**src/hw/rtl/v3a_pkg.sv**
```systemverilog
package v3a_pkg;

    // default number of fraction bits of the fixed point format
    localparam int FRAC_BITS_DEF = 16;

    // operation codes
    localparam logic [3:0] FN_LEN   = 4'd0;
    localparam logic [3:0] FN_LENSQ = 4'd1;
    localparam logic [3:0] FN_NEG   = 4'd2;
    localparam logic [3:0] FN_DOT   = 4'd3;
    localparam logic [3:0] FN_CROSS = 4'd4;
    localparam logic [3:0] FN_ADD   = 4'd5;
    localparam logic [3:0] FN_SUB   = 4'd6;
    localparam logic [3:0] FN_SCALE = 4'd7;
    localparam logic [3:0] FN_DIV   = 4'd8;
    localparam logic [3:0] FN_PROJ  = 4'd9;

    // divider: 96-bit dividend, 64-bit divisor, 34 quotient bits
    localparam int DIV_NW = 96;
    localparam int DIV_DW = 64;
    localparam int DIV_QB = 34;

    // square root: 64-bit radicand, one root bit per stage
    localparam int SQRT_RW    = 32;
    localparam int SQRT_RAD_W = 2 * SQRT_RW;

endpackage

```
**src/hw/rtl/v3a_sqrt_pipe.sv**
```systemverilog
module v3a_sqrt_pipe
    import v3a_pkg::*;
(
    input  logic                  i_clk,
    input  logic                  i_en,
    input  logic [SQRT_RAD_W-1:0] i_rad,
    output logic [SQRT_RW-1:0]    o_root
);

    // digit-by-digit integer square root, two radicand bits per stage
    logic [SQRT_RW+1:0]    r_rem  [SQRT_RW];
    logic [SQRT_RW-1:0]    r_root [SQRT_RW];
    logic [SQRT_RAD_W-1:0] r_rad  [SQRT_RW];

    for (genvar k = 0; k < SQRT_RW; k++) begin : g_step
        logic [SQRT_RW+1:0]    rem_in;
        logic [SQRT_RW-1:0]    root_in;
        logic [SQRT_RAD_W-1:0] rad_in;
        logic [SQRT_RW+3:0]    t;
        logic [SQRT_RW+3:0]    trial;
        logic [SQRT_RW+3:0]    diff;
        logic                  ge;

        if (k == 0) begin : g_first
            assign rem_in  = '0;
            assign root_in = '0;
            assign rad_in  = i_rad;
        end else begin : g_next
            assign rem_in  = r_rem[k-1];
            assign root_in = r_root[k-1];
            assign rad_in  = r_rad[k-1];
        end

        assign t     = {rem_in, rad_in[SQRT_RAD_W-1 -: 2]};
        assign trial = {2'b00, root_in, 2'b01};
        assign diff  = t - trial;
        assign ge    = t >= trial;

        always_ff @(posedge i_clk) begin
            if (i_en) begin
                r_rem[k]  <= ge ? diff[SQRT_RW+1:0] : t[SQRT_RW+1:0];
                r_root[k] <= {root_in[SQRT_RW-2:0], ge};
                r_rad[k]  <= {rad_in[SQRT_RAD_W-3:0], 2'b00};
            end
        end
    end

    assign o_root = r_root[SQRT_RW-1];

endmodule
```
**config.mk**
```make
export PLATFORM = sky130hd
export DESIGN_NAME = v3a_sqrt_pipe
export DESIGN_NICKNAME = d
export VERILOG_FILES = /design/src/hw/rtl/v3a_pkg.sv /design/src/hw/rtl/v3a_sqrt_pipe.sv
export SDC_FILE = /design/constraint.sdc
export NUM_CORES = 2
export LEC_CHECK = 0
export ABC_AREA = 0
export BUFFER_PORTS_ARGS = -buffer_cell sky130_fd_sc_hd__buf_2
export CAP_MARGIN = 30
export CORE_MARGIN = 1.5
export CORE_UTILIZATION = 33
export DETAILED_ROUTE_END_ITERATION = 8
export SLEW_MARGIN = 25
export SYNTH_ARGS = -nofsm -noshare
export SYNTH_HDL_FRONTEND = slang
export SYNTH_MEMORY_MAX_BITS = 65536
export SYNTH_SLANG_ARGS = --single-unit
```
**constraint.sdc**
```tcl
create_clock -name i_clk -period 5.2 [get_ports i_clk]
set_input_delay 1.56 -clock i_clk [delete_from_list [all_inputs] [get_ports i_clk]]
set_output_delay 1.56 -clock i_clk [all_outputs]
set_load 0.05 [all_outputs]
```
==> summary.md <==
| Metric | Value |
|---|---|
| Status | complete, no violations |
| Clk pin slew, worst setup/hold paths | approximately 0.06 ns |
| Final nets | between 10000 and 15000 |
| Required time worst endpoint | ~5.8 ns |
| Critical-path cell list | ha_1 -> nor2b_1 -> o21ai_0 -> a21oi_1 -> o41ai_1 -> a21oi_1 -> a2111oi_1 -> nand3_1 -> inv_1 -> o21ai_0 |
| Hold endpoint | r_rad[22][50] |
| Row count | between 200 and 250 |
| Max VDD drop | about 0.00035 V |
| CTS tree | built |
| WS Path Type | register to register |
| Grt met2 use | 0.239 |
| Vias per cell | slightly below 5 |
| Die height | around 600 µm |
| Clock Skews | approximately 0.067 ns |
| CP Launch Type | register |
| Psw | 16.5 mW |
| Switching part of the total | 0.280 |
| Hold Path Depth | 0 |
| Area of the multi-input gates | a little under 0.04 mm² |
| GRT busiest layer | met2 |
| Final WS setup | just over 0.7 ns |
| Yosys warns | 0 |
| Slew HR | 0.412 |
| WL per Instance | ~17 µm |
| Crit Path Max Fanout | 16 |
| Crit Reg-Reg Endpoint | r_rem[21][13] |
| Seq/Total Area, Yosys | 0.644 |
| Max Root-Sink Buffers | 4 |
| Post_cts resized | 0 |
| Total gr overflow | 0 |
| WL final | around 250 mm |
| Avg Cell Area, Syn | 12.9 µm² |
| Largest family of logic cells by synthesized area | simple AND/OR/NAND/NOR gates |
| Design Area, Final | 0.134 mm² |
| DRT antenna net count | 0 |
| Initial Util | 0.333 |
| First-pass GRT wire length | just under 400 mm |
| Share of cells above drive strength 1 | 0.0793 |
| Die W | ~600 µm |
| Final Hold Vio Count | 0 |
| Compound-Gate Fraction of Synth Area | 0.0979 |
| Min-delay src | r_rad[21][48] |
| Postcts setup bufs | 0 |
| Seq cells post-synth | approximately 2500 |
| TritonCTS buffer count | between 200 and 300 |
| Routed vias | roughly 70000 |
| Initial antenna violation count | 1 |
| Total power | roughly 60 mW |
| Internal | about 42 mW |
| Core Box Area | between 0.3 and 0.4 mm² |
| Total clock sinks | 2523 |
| Vias in the first global route | a little over 70000 |
| Final Critical Period | about 4.5 ns |
| Crit. End Element | register |
| Simple-gate share of the synthesized area | 0.0999 |
| Combinational fraction of design power | 0.192 |
| Max Freq | 0.223 GHz |
| Worst R2R Setup Slack | 0.72 ns |
| Fin crit share | 0.861 |
| Critical R2R Launch | r_rem[20][0] |
| PortBufs | between 90 and 100 |
| Register share of total power | 0.464 |
| Placed wire-length estimate | around 180 mm |
| CP max stage cell | a2111oi_1 |
| GPL Wtd Cong | 0.890 |
| Initial detailed-routing violation count | 4757 |
| Pin count of the biggest net entering global routing | 136 |
| Leakage dissipation | between 50 and 60 nW |
| Pwr per Cell Area | roughly 440 mW/mm² |
| Ys flop type | edfxtp_1 |
| Max Slew Vio Count | 0 |
| Met3 Usage GRT | 0.0193 |
| Clock share of power | 0.344 |
| Drt drc | 0 |
| Multiplexer share of the synthesized area | 0.00748 |
| Maxcap violations | 0 |
| Area after DPL | 0.124 mm² |
| Final setup viols | 0 |
| I/O pins | 98 |
| Place WS | 0.661 ns |
| First-pass iteration count of the detailed router | 8 |
| Worst EP arrival | just over 5 ns |
| Min-Delay Path Class | register to register |
| Clock Latency Late Sink | around 0.9 ns |
| Met1 usage | 0.164 |
| Total of fill cells in the finished design | roughly 33000 |
| Reg area | about 0.076 mm² |
| RSZ-0062 raised after global routing | false |
| Worst-Margin Slew | 0.870 ns |
| Slowest cell delay on critical path | 0.79 ns |
| Number of synthesized flops with an enable pin | roughly 2500 |
| Synth Area in XOR/XNOR | 0.0609 |
| Synth Instances | around 9100 |
| Total die area | 0.360 mm² |
| Synthesized Nets | 9709 |
| CTS root buf | clkbuf_16 |
| Synth Cell Area | about 0.12 mm² |
| Fin Setup TNS | 0 ns |
| All-Layer GR Usage | 0.134 |
| Post-synth cell types | between 90 and 100 |
| Area delta synth->final | 13.9% |
| R2R depth | 10 |
| Synth Area in Adders | 0.0598 |
| H-tree Lvls | 5 |
| Asr flop ratio synth | 0 |
| # hold bufs at CTS | 0 |
[power by group through the flow]
stage,combinational [mW],clock (mW),sequential (mW)
after floorplan,8.33,0,27.0
after global placement,11.1,0,27.8
after detailed placement,11.3,0,27.8
after CTS,11.3,21.0,27.4
after global routing,12.7,21.8,27.6
final,11.3,20.3,27.3
[worst max path at each step]
stage                  start             to  slack [ns]  cells past startpoint
2_1_floorplan  r_rem[10][10]  r_rem[11][10]        1.57                     12
3_3_place_gp    r_rem[20][0]  r_rem[21][15]        0.77                     10
3_5_place_dp    r_rem[20][0]   r_rem[21][6]        0.66                     10
4_1_cts         r_rem[20][0]   r_rem[21][6]        0.65                     10
5_1_grt         r_rem[20][0]  r_rem[21][17]        0.21                     10
6_report        r_rem[20][0]  r_rem[21][13]        0.72                     10
[synthesized netlist by cell type (150+ instances only)]
cell | n | area (µm²)
inv_1 | 728 | 2730
nor2_1 | 532 | 2000
xor2_1 | 440 | 3850
clkbuf_1 | 150 | 563
xnor2_1 | 377 | 3300
a21oi_1 | 560 | 2800
nand2_1 | 629 | 2360
nor3_1 | 199 | 996
edfxtp_1 | 2523 | 75800
ha_1 | 562 | 7030
o21ai_0 | 457 | 2290
a21o_1 | 272 | 2040
[cell families after synthesis]
group                    count (synthesis)
XOR/XNOR                               817
buffers and inverters                  912
multiplexers                            80
AND/OR/NAND/NOR                       2347
AO/OA/AOI/OAI                         1839
flip-flops                            2523
adder cells (fa/ha/maj)                562
other                                    1
[through the flow]
| stage | hold slack, ns | cells | utilization |
|---|---|---|---|
| 2_1_floorplan | 0.400 | 9081 | - |
| 5_1_grt | 0.400 | 14300 | 0.379 |
| 4_1_cts | 0.382 | 14300 | 0.379 |
| 3_3_place_gp | 0.400 | 13800 | 0.352 |
| 6_report | 0.375 | 14300 | 0.379 |
| 3_5_place_dp | 0.405 | 13800 | 0.352 |
[state kept, by name (all words and copies together) (netlist names)]
| register | cells |
|---|---|
| r_rad | 992 |
| r_rem | 1003 |
| r_root | 528 |
[layout by cell type (no fill, tap or decap), types with 101 or more instances in the layout]
| master | synthesis | layout |
|---|---|---|
| clkbuf_16 | 0 | 297 |
| nor4_1 | 129 | 129 |
| nor2_1 | 532 | 532 |
| nand3_1 | 133 | 133 |
| inv_1 | 728 | 728 |
| ha_1 | 562 | 562 |
| nor3_1 | 199 | 198 |
| edfxtp_1 | 2523 | 2523 |
| or3_1 | 113 | 113 |
| nor2b_1 | 101 | 101 |
| nand4_1 | 113 | 113 |
| a21oi_1 | 560 | 559 |
| xnor2_1 | 377 | 377 |
| xor2_1 | 440 | 440 |
| a21o_1 | 272 | 272 |
| o21a_1 | 110 | 110 |
| o21ai_0 | 457 | 456 |
| nand2_1 | 629 | 629 |
[critical path: cells and delay by family (launching register included)]
kind | cells | cell delay, ns
AO/OA/AOI/OAI | 6 | 2.26
adder cells (fa/ha/maj) | 1 | 0.37
buffers and inverters | 1 | 0.53
flip-flops | 1 | 0.39
AND/OR/NAND/NOR | 2 | 0.64
[per-layer routing]
layer / wire length (µm) / vias to the layer above
met1: 104000 / 34300
met4: 8590 / 0
li1: - / 34300
met5: 0 / -
met3: 9320 / 485
met2: 124000 / 1349
[layout make-up]
type,count,share of cell area
clock inverters,173,0.0140
diodes,2,0.0000374
clock buffers,347,0.0569
multi-input cells,5646,0.287
repair buffers,198,0.0119
flip-flops and latches,2523,0.566
well taps,4730,0.0442
inverters,729,0.0204
(Power assumes the default switching activity.)
